### src/design/urc_pkg.sv
// Shared types, constants and helper functions for the ultrasonic ranger controller.
// No dependencies; every other design file refers to this package by scoped names.
package urc_pkg;

  localparam int RING_SLOTS      = 6;
  localparam int TRIGGER_TICKS   = 10;
  localparam int ECHO_COUNT_BITS = 16;

  localparam int RING_IDX_W = $clog2(RING_SLOTS);
  localparam int TRIG_CNT_W = $clog2(TRIGGER_TICKS + 1);
  localparam int DIST_W     = 11;
  localparam int COUNT_W    = 3;
  localparam int RATE_W     = 5;
  localparam int PERIOD_W   = 20;
  localparam int ACTION_W   = 3;
  localparam int ADDR_W     = 3;
  localparam int DATA_W     = 32;

  localparam int CM_DIVISOR = 58;
  localparam int DIST_MAX   = 2047;
  localparam int RATE_MAX   = 16;

  // floor(x / 58) as floor(x * M / 2^S), exact for x below 2^ECHO_COUNT_BITS
  localparam int DIV_SHIFT  = ECHO_COUNT_BITS + $clog2(CM_DIVISOR);
  localparam int DIV_MULT   = ((1 << DIV_SHIFT) + CM_DIVISOR - 1) / CM_DIVISOR;
  localparam int DIV_MULT_W = $clog2(DIV_MULT + 1);
  localparam int PROD_W     = ECHO_COUNT_BITS + DIV_MULT_W;

  localparam logic [ECHO_COUNT_BITS-1:0] ECHO_MAX = '1;

  // periodic period in microsecond ticks, indexed by rate - 1
  localparam int PERIOD_TICKS [RATE_MAX] = '{
    1000000, 500000, 333000, 250000, 200000, 166000, 142000, 125000,
    111000, 100000, 90000, 83000, 76000, 71000, 66000, 62000
  };

  typedef enum logic [ACTION_W-1:0] {
    ACT_TICK    = 3'd0,
    ACT_MEASURE = 3'd1,
    ACT_STOP    = 3'd2,
    ACT_READ    = 3'd3,
    ACT_CLEAR   = 3'd4
  } action_t;

  localparam logic REG_MODE = 1'b0;
  localparam logic REG_RATE = 1'b1;

  typedef struct packed {
    logic              valid;
    logic [DIST_W-1:0] data;
  } push_t;

  typedef struct packed {
    logic advance;
    logic read;
    logic clear;
  } ring_cmd_t;

  typedef struct packed {
    logic               empty;
    logic               read_valid;
    logic [DIST_W-1:0]  read_data;
    logic [COUNT_W-1:0] count;
  } ring_status_t;

  function automatic logic [RING_IDX_W-1:0] ring_wrap(input logic [RING_IDX_W-1:0] idx);
    return (idx == RING_IDX_W'(RING_SLOTS - 1)) ? '0 : idx + RING_IDX_W'(1);
  endfunction

  function automatic logic [DIST_W-1:0] echo_to_cm(input logic [ECHO_COUNT_BITS-1:0] w);
    logic [PROD_W-1:0] prod;
    logic [PROD_W-1:0] quot;
    prod = PROD_W'(w) * PROD_W'(DIV_MULT);
    quot = prod >> DIV_SHIFT;
    if (quot > PROD_W'(DIST_MAX)) begin
      return DIST_W'(DIST_MAX);
    end
    return DIST_W'(quot);
  endfunction

  function automatic logic [PERIOD_W-1:0] period_ticks(input logic [RATE_W-1:0] rate);
    logic [3:0] idx;
    if (rate == '0) begin
      idx = '0;
    end else if (rate > RATE_W'(RATE_MAX)) begin
      idx = 4'(RATE_MAX - 1);
    end else begin
      idx = 4'(rate - RATE_W'(1));
    end
    return PERIOD_W'(PERIOD_TICKS[idx]);
  endfunction

endpackage

### src/design/urc_measure.sv
// Measurement sequencer: trigger pulse, echo wait, echo width count and cm conversion.
// Depends on urc_pkg.
module urc_measure (
  input  logic          clk,
  input  logic          rst,
  input  logic          advance,
  input  logic          echo,
  input  logic          start,
  output logic          trig,
  output urc_pkg::push_t push
);

  typedef enum logic [1:0] {
    PH_IDLE,
    PH_TRIG,
    PH_WAIT,
    PH_ECHO
  } phase_t;

  phase_t                               phase;
  phase_t                               phase_adv;
  phase_t                               phase_next;
  logic [urc_pkg::TRIG_CNT_W-1:0]       ticks_left;
  logic [urc_pkg::TRIG_CNT_W-1:0]       ticks_left_next;
  logic [urc_pkg::ECHO_COUNT_BITS-1:0]  echo_width;
  logic [urc_pkg::ECHO_COUNT_BITS-1:0]  echo_width_next;

  always_comb begin
    phase_adv       = phase;
    ticks_left_next = ticks_left;
    echo_width_next = echo_width;
    trig            = 1'b0;
    push.valid      = 1'b0;
    push.data       = urc_pkg::echo_to_cm(echo_width);
    unique case (phase)
      PH_IDLE: begin
      end
      PH_TRIG: begin
        trig = 1'b1;
        if (ticks_left <= urc_pkg::TRIG_CNT_W'(1)) begin
          ticks_left_next = '0;
          phase_adv       = PH_WAIT;
        end else begin
          ticks_left_next = ticks_left - urc_pkg::TRIG_CNT_W'(1);
        end
      end
      PH_WAIT: begin
        if (echo) begin
          echo_width_next = urc_pkg::ECHO_COUNT_BITS'(1);
          phase_adv       = PH_ECHO;
        end
      end
      PH_ECHO: begin
        if (echo) begin
          if (echo_width != urc_pkg::ECHO_MAX) begin
            echo_width_next = echo_width + urc_pkg::ECHO_COUNT_BITS'(1);
          end
        end else begin
          push.valid      = 1'b1;
          echo_width_next = '0;
          phase_adv       = PH_IDLE;
        end
      end
      default: begin
      end
    endcase
    phase_next = phase_adv;
    if (start && phase_adv == PH_IDLE) begin
      phase_next      = PH_TRIG;
      ticks_left_next = urc_pkg::TRIG_CNT_W'(urc_pkg::TRIGGER_TICKS);
    end
  end

  always_ff @(posedge clk) begin
    if (rst) begin
      phase      <= PH_IDLE;
      ticks_left <= '0;
      echo_width <= '0;
    end else if (advance) begin
      phase      <= phase_next;
      ticks_left <= ticks_left_next;
      echo_width <= echo_width_next;
    end
  end

endmodule

### src/design/urc_ring.sv
// Distance ring: slot registers, write and read indices, overwrite of the oldest entry.
// Depends on urc_pkg.
module urc_ring (
  input  logic                  clk,
  input  logic                  rst,
  input  urc_pkg::ring_cmd_t    cmd,
  input  urc_pkg::push_t        push,
  output urc_pkg::ring_status_t status
);

  logic [urc_pkg::DIST_W-1:0]     slots [urc_pkg::RING_SLOTS];
  logic [urc_pkg::RING_IDX_W-1:0] write_index;
  logic [urc_pkg::RING_IDX_W-1:0] read_index;
  logic [urc_pkg::RING_IDX_W-1:0] w_push;
  logic [urc_pkg::RING_IDX_W-1:0] r_push;
  logic [urc_pkg::RING_IDX_W-1:0] write_index_next;
  logic [urc_pkg::RING_IDX_W-1:0] read_index_next;
  logic [urc_pkg::RING_IDX_W:0]   count_full;

  always_comb begin
    w_push = write_index;
    r_push = read_index;
    if (push.valid) begin
      w_push = urc_pkg::ring_wrap(write_index);
      if (urc_pkg::ring_wrap(write_index) == read_index) begin
        r_push = urc_pkg::ring_wrap(read_index);
      end
    end
    status.empty      = (w_push == r_push);
    status.read_valid = cmd.read && !status.empty;
    // slot being written this cycle is forwarded
    if (push.valid && r_push == write_index) begin
      status.read_data = push.data;
    end else begin
      status.read_data = slots[r_push];
    end
    write_index_next = w_push;
    read_index_next  = status.read_valid ? urc_pkg::ring_wrap(r_push) : r_push;
    if (cmd.clear) begin
      write_index_next = '0;
      read_index_next  = '0;
    end
    if (write_index_next >= read_index_next) begin
      count_full = {1'b0, write_index_next} - {1'b0, read_index_next};
    end else begin
      count_full = {1'b0, write_index_next} + (urc_pkg::RING_IDX_W + 1)'(urc_pkg::RING_SLOTS)
                   - {1'b0, read_index_next};
    end
    status.count = urc_pkg::COUNT_W'(count_full);
  end

  always_ff @(posedge clk) begin
    if (rst) begin
      write_index <= '0;
      read_index  <= '0;
    end else if (cmd.advance) begin
      write_index <= write_index_next;
      read_index  <= read_index_next;
    end
  end

  always_ff @(posedge clk) begin
    if (cmd.advance && push.valid) begin
      slots[write_index] <= push.data;
    end
  end

endmodule

### src/design/urc_timer.sv
// Periodic sampling timer: run flag and microsecond down-counter over the table period.
// Depends on urc_pkg.
module urc_timer (
  input  logic                         clk,
  input  logic                         rst,
  input  logic                         advance,
  input  logic                         mode_write,
  input  logic [urc_pkg::ACTION_W-1:0] action,
  input  logic                         periodic_mode,
  input  logic [urc_pkg::RATE_W-1:0]   sample_rate_hz,
  output logic                         fire
);

  logic                         periodic_running;
  logic                         periodic_running_next;
  logic [urc_pkg::PERIOD_W-1:0] period_ticks_left;
  logic [urc_pkg::PERIOD_W-1:0] period_ticks_left_next;
  logic [urc_pkg::PERIOD_W-1:0] period;
  logic                         is_measure;

  always_comb begin
    period                 = urc_pkg::period_ticks(sample_rate_hz);
    is_measure             = (action == urc_pkg::ACT_MEASURE);
    periodic_running_next  = periodic_running;
    period_ticks_left_next = period_ticks_left;
    fire                   = 1'b0;
    if (is_measure) begin
      if (periodic_mode) begin
        periodic_running_next  = 1'b1;
        period_ticks_left_next = period;
      end
    end else if (action == urc_pkg::ACT_STOP) begin
      periodic_running_next = 1'b0;
    end
    if (periodic_running_next && !is_measure) begin
      if (period_ticks_left <= urc_pkg::PERIOD_W'(1)) begin
        period_ticks_left_next = period;
        fire                   = 1'b1;
      end else begin
        period_ticks_left_next = period_ticks_left - urc_pkg::PERIOD_W'(1);
      end
    end
  end

  always_ff @(posedge clk) begin
    if (rst) begin
      periodic_running  <= 1'b0;
      period_ticks_left <= '0;
    end else if (mode_write) begin
      periodic_running <= 1'b0;
    end else if (advance) begin
      periodic_running  <= periodic_running_next;
      period_ticks_left <= period_ticks_left_next;
    end
  end

endmodule

### src/design/ultrasonic_ranger_controller.sv
// Top level of the ultrasonic ranger controller: register port, input and result registers.
// Depends on urc_pkg, urc_measure, urc_ring and urc_timer.
//
//   channel | handshake           | payload
//   --------+---------------------+--------------------------------------------------
//   in      | in_valid, in_ready  | action, echo_level
//   out     | out_valid, out_ready| trigger_level, read_valid, read_empty,
//           |                     | distance_cm, sample_done, stored_count
//   config  | psel, penable, ...  | paddr, pwdata, prdata (mode at 0x0, rate at 0x4)
//
// One tick per cycle unless out_ready stalls: a transfer enters the input register,
// its result is formed in one pass and loaded into the result register on advance.
// While a result waits for out_ready, an empty input register still takes one tick.
// in_ready falls only when both registers are full and out_ready is low.
// Synchronous reset clears the handshake flags, ring indices and sequencer.
module ultrasonic_ranger_controller (
  input  logic                         clk,
  input  logic                         rst,
  input  logic                         in_valid,
  output logic                         in_ready,
  input  logic [urc_pkg::ACTION_W-1:0] action,
  input  logic                         echo_level,
  output logic                         out_valid,
  input  logic                         out_ready,
  output logic                         trigger_level,
  output logic                         read_valid,
  output logic                         read_empty,
  output logic [urc_pkg::DIST_W-1:0]   distance_cm,
  output logic                         sample_done,
  output logic [urc_pkg::COUNT_W-1:0]  stored_count,
  input  logic                         psel,
  input  logic                         penable,
  input  logic                         pwrite,
  input  logic [urc_pkg::ADDR_W-1:0]   paddr,
  input  logic [urc_pkg::DATA_W-1:0]   pwdata,
  output logic [urc_pkg::DATA_W-1:0]   prdata,
  output logic                         pready
);

  logic                         periodic_mode;
  logic [urc_pkg::RATE_W-1:0]   sample_rate_hz;
  logic                         cfg_write;
  logic                         mode_write;

  logic                         s1_valid;
  logic [urc_pkg::ACTION_W-1:0] s1_action;
  logic                         s1_echo;
  logic                         s1_advance;

  logic                         trig;
  logic                         fire;
  logic                         start;
  logic                         is_read;
  urc_pkg::push_t               push;
  urc_pkg::ring_cmd_t           ring_cmd;
  urc_pkg::ring_status_t        ring_status;

  // register port
  assign pready     = 1'b1;
  assign cfg_write  = psel && penable && pwrite && pready;
  assign mode_write = cfg_write && (paddr[2] == urc_pkg::REG_MODE);

  always_comb begin
    if (paddr[2] == urc_pkg::REG_MODE) begin
      prdata = urc_pkg::DATA_W'(periodic_mode);
    end else begin
      prdata = urc_pkg::DATA_W'(sample_rate_hz);
    end
  end

  always_ff @(posedge clk) begin
    if (rst) begin
      periodic_mode  <= 1'b0;
      sample_rate_hz <= urc_pkg::RATE_W'(1);
    end else if (cfg_write) begin
      if (paddr[2] == urc_pkg::REG_MODE) begin
        periodic_mode <= pwdata[0];
      end else begin
        sample_rate_hz <= pwdata[urc_pkg::RATE_W-1:0];
      end
    end
  end

  // input register
  assign s1_advance = s1_valid && (!out_valid || out_ready);
  assign in_ready   = !s1_valid || s1_advance;

  always_ff @(posedge clk) begin
    if (rst) begin
      s1_valid <= 1'b0;
    end else if (in_ready) begin
      s1_valid <= in_valid;
    end
  end

  always_ff @(posedge clk) begin
    if (in_ready && in_valid) begin
      s1_action <= action;
      s1_echo   <= echo_level;
    end
  end

  // tick processing
  assign is_read          = (s1_action == urc_pkg::ACT_READ);
  assign ring_cmd.advance = s1_advance;
  assign ring_cmd.read    = is_read;
  assign ring_cmd.clear   = (s1_action == urc_pkg::ACT_CLEAR);

  assign start = (s1_action == urc_pkg::ACT_MEASURE)
              || (is_read && ring_status.empty && !periodic_mode)
              || fire;

  urc_measure u_measure (
    .clk     (clk),
    .rst     (rst),
    .advance (s1_advance),
    .echo    (s1_echo),
    .start   (start),
    .trig    (trig),
    .push    (push)
  );

  urc_ring u_ring (
    .clk    (clk),
    .rst    (rst),
    .cmd    (ring_cmd),
    .push   (push),
    .status (ring_status)
  );

  urc_timer u_timer (
    .clk            (clk),
    .rst            (rst),
    .advance        (s1_advance),
    .mode_write     (mode_write),
    .action         (s1_action),
    .periodic_mode  (periodic_mode),
    .sample_rate_hz (sample_rate_hz),
    .fire           (fire)
  );

  // result register
  always_ff @(posedge clk) begin
    if (rst) begin
      out_valid <= 1'b0;
    end else if (s1_advance) begin
      out_valid <= 1'b1;
    end else if (out_ready) begin
      out_valid <= 1'b0;
    end
  end

  always_ff @(posedge clk) begin
    if (s1_advance) begin
      trigger_level <= trig;
      read_valid    <= ring_status.read_valid;
      read_empty    <= is_read && ring_status.empty;
      distance_cm   <= ring_status.read_valid ? ring_status.read_data : '0;
      sample_done   <= push.valid;
      stored_count  <= ring_status.count;
    end
  end

endmodule
### config.mk
export PLATFORM = sky130hd
export DESIGN_NAME = ultrasonic_ranger_controller
export DESIGN_NICKNAME = d
export VERILOG_FILES = /design/src/design/urc_pkg.sv /design/src/design/urc_measure.sv /design/src/design/urc_ring.sv /design/src/design/urc_timer.sv /design/src/design/ultrasonic_ranger_controller.sv
export SDC_FILE = /design/constraint.sdc
export NUM_CORES = 1
export LEC_CHECK = 0
export ABC_AREA = 0
export BUFFER_PORTS_ARGS = -buffer_cell sky130_fd_sc_hd__buf_4
export CAP_MARGIN = 10
export CORE_AREA = 5 5 163 134
export DETAILED_ROUTE_END_ITERATION = 16
export DIE_AREA = 0 0 168 139
export GPL_ROUTABILITY_DRIVEN = 0
export PLACE_DENSITY = 0.85
export RECOVER_POWER = 100
export SLEW_MARGIN = 20
export SYNTH_ARGS = -nofsm -noshare
export SYNTH_HDL_FRONTEND = slang
export SYNTH_SLANG_ARGS = --single-unit
### constraint.sdc
create_clock -name clk -period 8.3 [get_ports clk]
set_clock_uncertainty 0.2 [all_clocks]
set_input_delay 1.66 -clock clk [delete_from_list [all_inputs] [get_ports clk]]
set_output_delay 1.66 -clock clk [all_outputs]
set_load 0.05 [all_outputs]
# --- Word level (Yosys, flattened, before mapping) ---
# Memories as Yosys holds them, arrays and structs flattened. A register that Yosys moved wholly into a read port is not among the register bits.
# Cells that the tools add are included.
# W data, S select, Z words.
totals:
  register_bits: 68
  ramBits: 66
  romBits: 512
  out_inout_bits: 53
  elab_cells: 135
  n_memories: 2
mem_list:
  columns: ["memory", "words", "word_bits", "rd", "rd_ports_with_merged_regs", "wr", "line", "source"]
  rows:
  - ["(name not given)", 16, 32, 1, 0, 0, "urc_pkg.sv:90", "return PERIOD_W'(PERIOD_TICKS[idx]);"]
  - ["u_ring.slots", 6, 11, 1, 1, 1, "urc_ring.sv:11", "logic [urc_pkg::DIST_W-1:0] slots [urc_pkg::RING_SLOTS];"]
op_classes:
  add_sub_neg: 10
  mul: 1
  order_cmp: 6
  n_eq_ne: 15
  mux: 46
  bitwise_logic: 3
  reduce_logical: 34
ops:
  columns: ["cell", "n"]
  rows:
  - ["$mux W20", 6]
  - ["$mux W16", 3]
  - ["$pmux W16 S2", 1]
  - ["$mul A16 B15 Y31 const B", 1]
  - ["$mux W3", 10]
  - ["$mux W11", 2]
  - ["$le A20 B1 Y1 const B", 1]
  - ["$mux W4", 5]
  - ["$sub A20 B1 Y20 const B", 1]
  - ["$add A16 B1 Y16 const B", 1]
  - ["$ne A16 B16 Y1 const B", 1]
  - ["$mux W1", 13]
  - ["$eq A3 B3 Y1 const B", 4]
  - ["$gt A11 B11 Y1 const B", 1]
  - ["$logic_and A1 B1 Y1", 11]
  - ["$reduce_bool A2 Y1", 5]
  - ["$add A3 B1 Y3 const B", 3]
  - ["$mux W2", 4]
  - ["$reduce_and A4 Y1", 2]
  - ["$sub A4 B1 Y4 const B", 2]
  - ["$eq A3 B2 Y1 const B", 2]
  - ["$eq A3 B3 Y1", 2]
  - ["$logic_not A1 Y1", 6]
  - ["$pmux W2 S3", 1]
  - ["other kinds (19)", 27]

# --- Depth between registers and ports, before layout ---
depth:
  word_depth: 13
  depth_mapped: 21
  depth_no_buf: 21

# --- Cells and area by module ---
# From an unflattened synthesis, not the netlist that was laid out.
unflattened:
  hier_cells: 1470
  hier_area_um2: 13656.8
modules_own_cells:
  columns: ["module", "n_inst", "cells_each", "area_each_um2", "seq_area_each_um2"]
  rows:
  - ["urc_measure", 1, 655, 5868.1, 440.4]
  - ["urc_ring", 1, 403, 4271.6, 2102.0]
  - ["urc_timer", 1, 302, 2167.1, 420.4]
  - ["ultrasonic_ranger_controller", 1, 110, 1350.0, 820.8]

# --- Least setup slack after synthesis ---
# OpenSTA, ideal clock, no wires.
synth_timing:
  kind: "flip-flop to flip-flop"
  from: "register u_measure.echo_width[12] (netlist name)"
  to: "register distance_cm[8] (netlist bit) (read register of u_ring.slots), data pin"
  arrival_ps: 5502
  setup_slack_ps: 2342
  path_stages_with_launch: 20
  synth_period_minus_slack_ps: 5958
  path_cell_list: "dfxtp_1 fa_1 inv_1 fa_1 inv_1 fa_1 fa_1 fa_1 inv_1 fa_1 inv_1 ha_1 nand4_1 nor4_1 o2111ai_1 a31oi_1 a311o_1 a21oi_1 xnor2_1 o211a_1"
synth_lines:
  columns: ["element", "line", "source"]
  rows:
  - ["end: declaration", "ultrasonic_ranger_controller.sv:28", "output logic [urc_pkg::DIST_W-1:0] distance_cm,"]

==> metrics.cfg <==
[global_route]
grtUsageTotal_pct=23.7
grt_pass1_vias=8888
grt_max_degree=45
grt_pass1_wl_mm=44.9
gr-total-overflow=0
antenna_found_initial=0

[sta]
fmax_ghz=0.141
slew_headroom_pct=-91.8
hold_slack_ps=276
setup_viol=0
fin_crit_ps=7090
hold_violations=0
slew_viol_final=57
rsz0062_at_grt=no
period_share_pct=85.4
tns_ps=0
tightest_slew_ps=2850

[pwr]
clkPwrFrac_pct=47.2
p_seq_share_pct=46.0
cellLeakagePower_nw=6.23
internal_power_mw=1.27
pwr-share-comb_pct=6.8
power_density_mw_per_mm2=128
power.switching_uw=401
peakVddDrop_uv=122
swShare_pct=24.0

[die]
ios=99
core_area_mm2=0.0202
die_w_um=168
dieHeight_um=139
rows=47
start_util_pct=60.1
design.die.area_mm2=0.0234

[min_path]
hp-class=register to register
holdPathStages=2
hold_path_end=u_timer.period_ticks_left[18]$_SDFFE_PP0P_
hp-start=u_timer.period_ticks_left[18]$_SDFFE_PP0P_

[synth]
synth_area_mm2=0.0121
synth_edf_count=88
synthCells=1244
yosysSeqAreaShare_pct=31.2
synth_seq_cells=145
yosysWarnings=0
syn_area_per_cell_um2=9.74
ys_async_sr_fraction_pct=0
synth_cell_types=78
synth-main-ff-cell=edfxtp_1

[setup_path]
regToRegSetupSlack_ps=1210
worstSetupPathType=register to register
reg2reg_from=u_measure.echo_width[5]$_SDFFE_PP0P_
r2r_end=distance_cm[3]$_SDFFCE_PN0P_
ff2ff_path_depth=19
path_max_fanout=10
arrival_ps=7190
required_ps=8400
worstSetupEndpointType=register
critPathLaunchType=register

[routing]
vias=9265
wl_met3_mm=1.76
drtIter0Drc=910
wl_met1_mm=12.2
vias_per_cell=5.97
wl_mm=27.5
top_layer=met4
postRouteAntennaNets=0
wl_per_cell_um=17.7
dr.pass1.iters=8
wl_met2_mm=13.1
drc_errors=0

[placement]
dp_hpwl_mm=20.4
dp_cells=1521
portBuffers=41
placed_area_mm2=0.0126

[layout]
final_cell_mix=inv_1 (165), ha_1 (137), nor2_1 (94), edfxtp_1 (88), fa_1 (84)
final_cells=1553
area_growth_pct=7.83
utilization_pct=64.8
layout_commonest_cell=inv_1
nNetsFinal=1538
design_area_mm2=0.0131
drive_gt1_share_pct=5.61
fillers=1577
n_antenna_cell=0

[run]
maxCapViolCount=2

[cts]
clk_pin_slew_ps=60
cts_hold_buf=0
post_cts_buffers=0
cts-htree-levels=4
numCtsBuffers=17
clock-root-buffer=clkbuf_16
cts.repair.resized=0
cts.path.max_buffers=2
clock_latency_ps=430
cts.sinks=145
cts_tree=done

[status]
status=finished with violations
violations=capacitance limit, slew limit

[worst max path at each step]
stage / startpoint / endpoint / slack, ps
floorplan: u_measure.echo_width[12]$_SDFFE_PP0P_ / distance_cm[8]$_SDFFCE_PN0P_ / 2340
global placement: u_measure.echo_width[5]$_SDFFE_PP0P_ / distance_cm[3]$_SDFFCE_PN0P_ / 1480
detailed placement: u_measure.echo_width[5]$_SDFFE_PP0P_ / distance_cm[3]$_SDFFCE_PN0P_ / 1290
CTS: u_measure.echo_width[5]$_SDFFE_PP0P_ / distance_cm[3]$_SDFFCE_PN0P_ / 1240
global route: u_measure.echo_width[13]$_SDFFE_PP0P_ / distance_cm[8]$_SDFFCE_PN0P_ / 840
finish: u_measure.echo_width[5]$_SDFFE_PP0P_ / distance_cm[3]$_SDFFCE_PN0P_ / 1210
[layout make-up]
class                      count  area, µm²  area share [%]
timing repair buffer          55        285            2.18
inverter                     166        623            4.77
clock buffer                  19        433            3.31
tap                          269        337            2.58
clock inverter                13        176            1.35
multi-input combinational    886       7430            56.9
sequential                   145       3780            29.0
[critical path, cell delays in order (launching register included)]
cell       delay (ps)
dfxtp_1           690
inv_1             150
fa_1              520
fa_1              500
inv_1              40
ha_1              280
ha_1              280
ha_1              270
inv_1              50
fa_1              530
inv_1              50
ha_1              300
a21o_1            260
a21o_1            200
a2111oi_0         660
o31ai_1           240
a221oi_1          770
o21bai_1          180
xor2_1            510
o211a_1           250
[synth_stat cells, drive strengths merged (8+ instances only)]
master	count	share of area [%]
nor2b	9	0.46
nand2b	15	0.77
nor2	94	2.9
o21ai	49	2.0
o21a	8	0.50
edfxtp	88	22
a31oi	11	0.57
xnor2	19	1.4
clkbuf	31	0.96
buf	42	2.4
a21oi	81	3.3
xor2	17	1.2
a21o	8	0.50
nand4	16	0.83
a211oi	11	0.72
nor4	16	0.88
mux2i	32	2.6
nand3	25	1.0
nand2	55	1.7
o211ai	15	0.93
dfxtp	57	9.4
nor3	30	1.2
ha	137	14
and2	15	0.80
fa	84	14
inv	165	5.1
[stage by stage]
step                power (mW)  setup slack, ps
global route              1.72              837
detailed placement       0.900             1290
floorplan                0.884             2340
finish                    1.67             1210
CTS                       1.68             1240
global placement         0.898             1480
[flip-flops by register name, indices dropped and copies added (netlist names), 2 cells and up]
| register | count |
|---|---|
| u_measure.ticks_left | 4 |
| s1_action | 3 |
| u_ring.read_index | 3 |
| u_measure.phase | 2 |
| sample_rate_hz | 5 |
| u_timer.period_ticks_left | 20 |
| stored_count | 3 |
| distance_cm | 11 |
| u_measure.echo_width | 16 |
| u_ring.write_index | 3 |
| u_ring.slots | 66 |
[per-layer routing]
layer / global-route usage (%) / vias up
met4: 6.36 / 0
met1: 33.5 / 4503
li1: - / 4366
met2: 37.9 / 355
met5: 0 / -
met3: 4.22 / 41
[power groups by stage]
stage | combinational (mW) | sequential, mW | clock (mW)
after floorplan | 0.0896 | 0.794 | 0
after global placement | 0.114 | 0.784 | 0
after detailed placement | 0.116 | 0.784 | 0
after CTS | 0.117 | 0.769 | 0.792
after global routing | 0.121 | 0.770 | 0.831
final | 0.113 | 0.769 | 0.788
[logic make-up after synthesis]
logic type               Yosys count  synth area share (%)
AND/OR/NAND/NOR                  313                  13.0
XOR/XNOR                          36                  2.60
flip-flops                       145                  31.2
multiplexers                      37                  3.11
AO/OA/AOI/OAI                    251                  13.5
adder cells (fa/ha/maj)          221                  28.0
buffers and inverters            239                  8.47
other                              2                0.0620
Power figures use the tool's default switching activity.
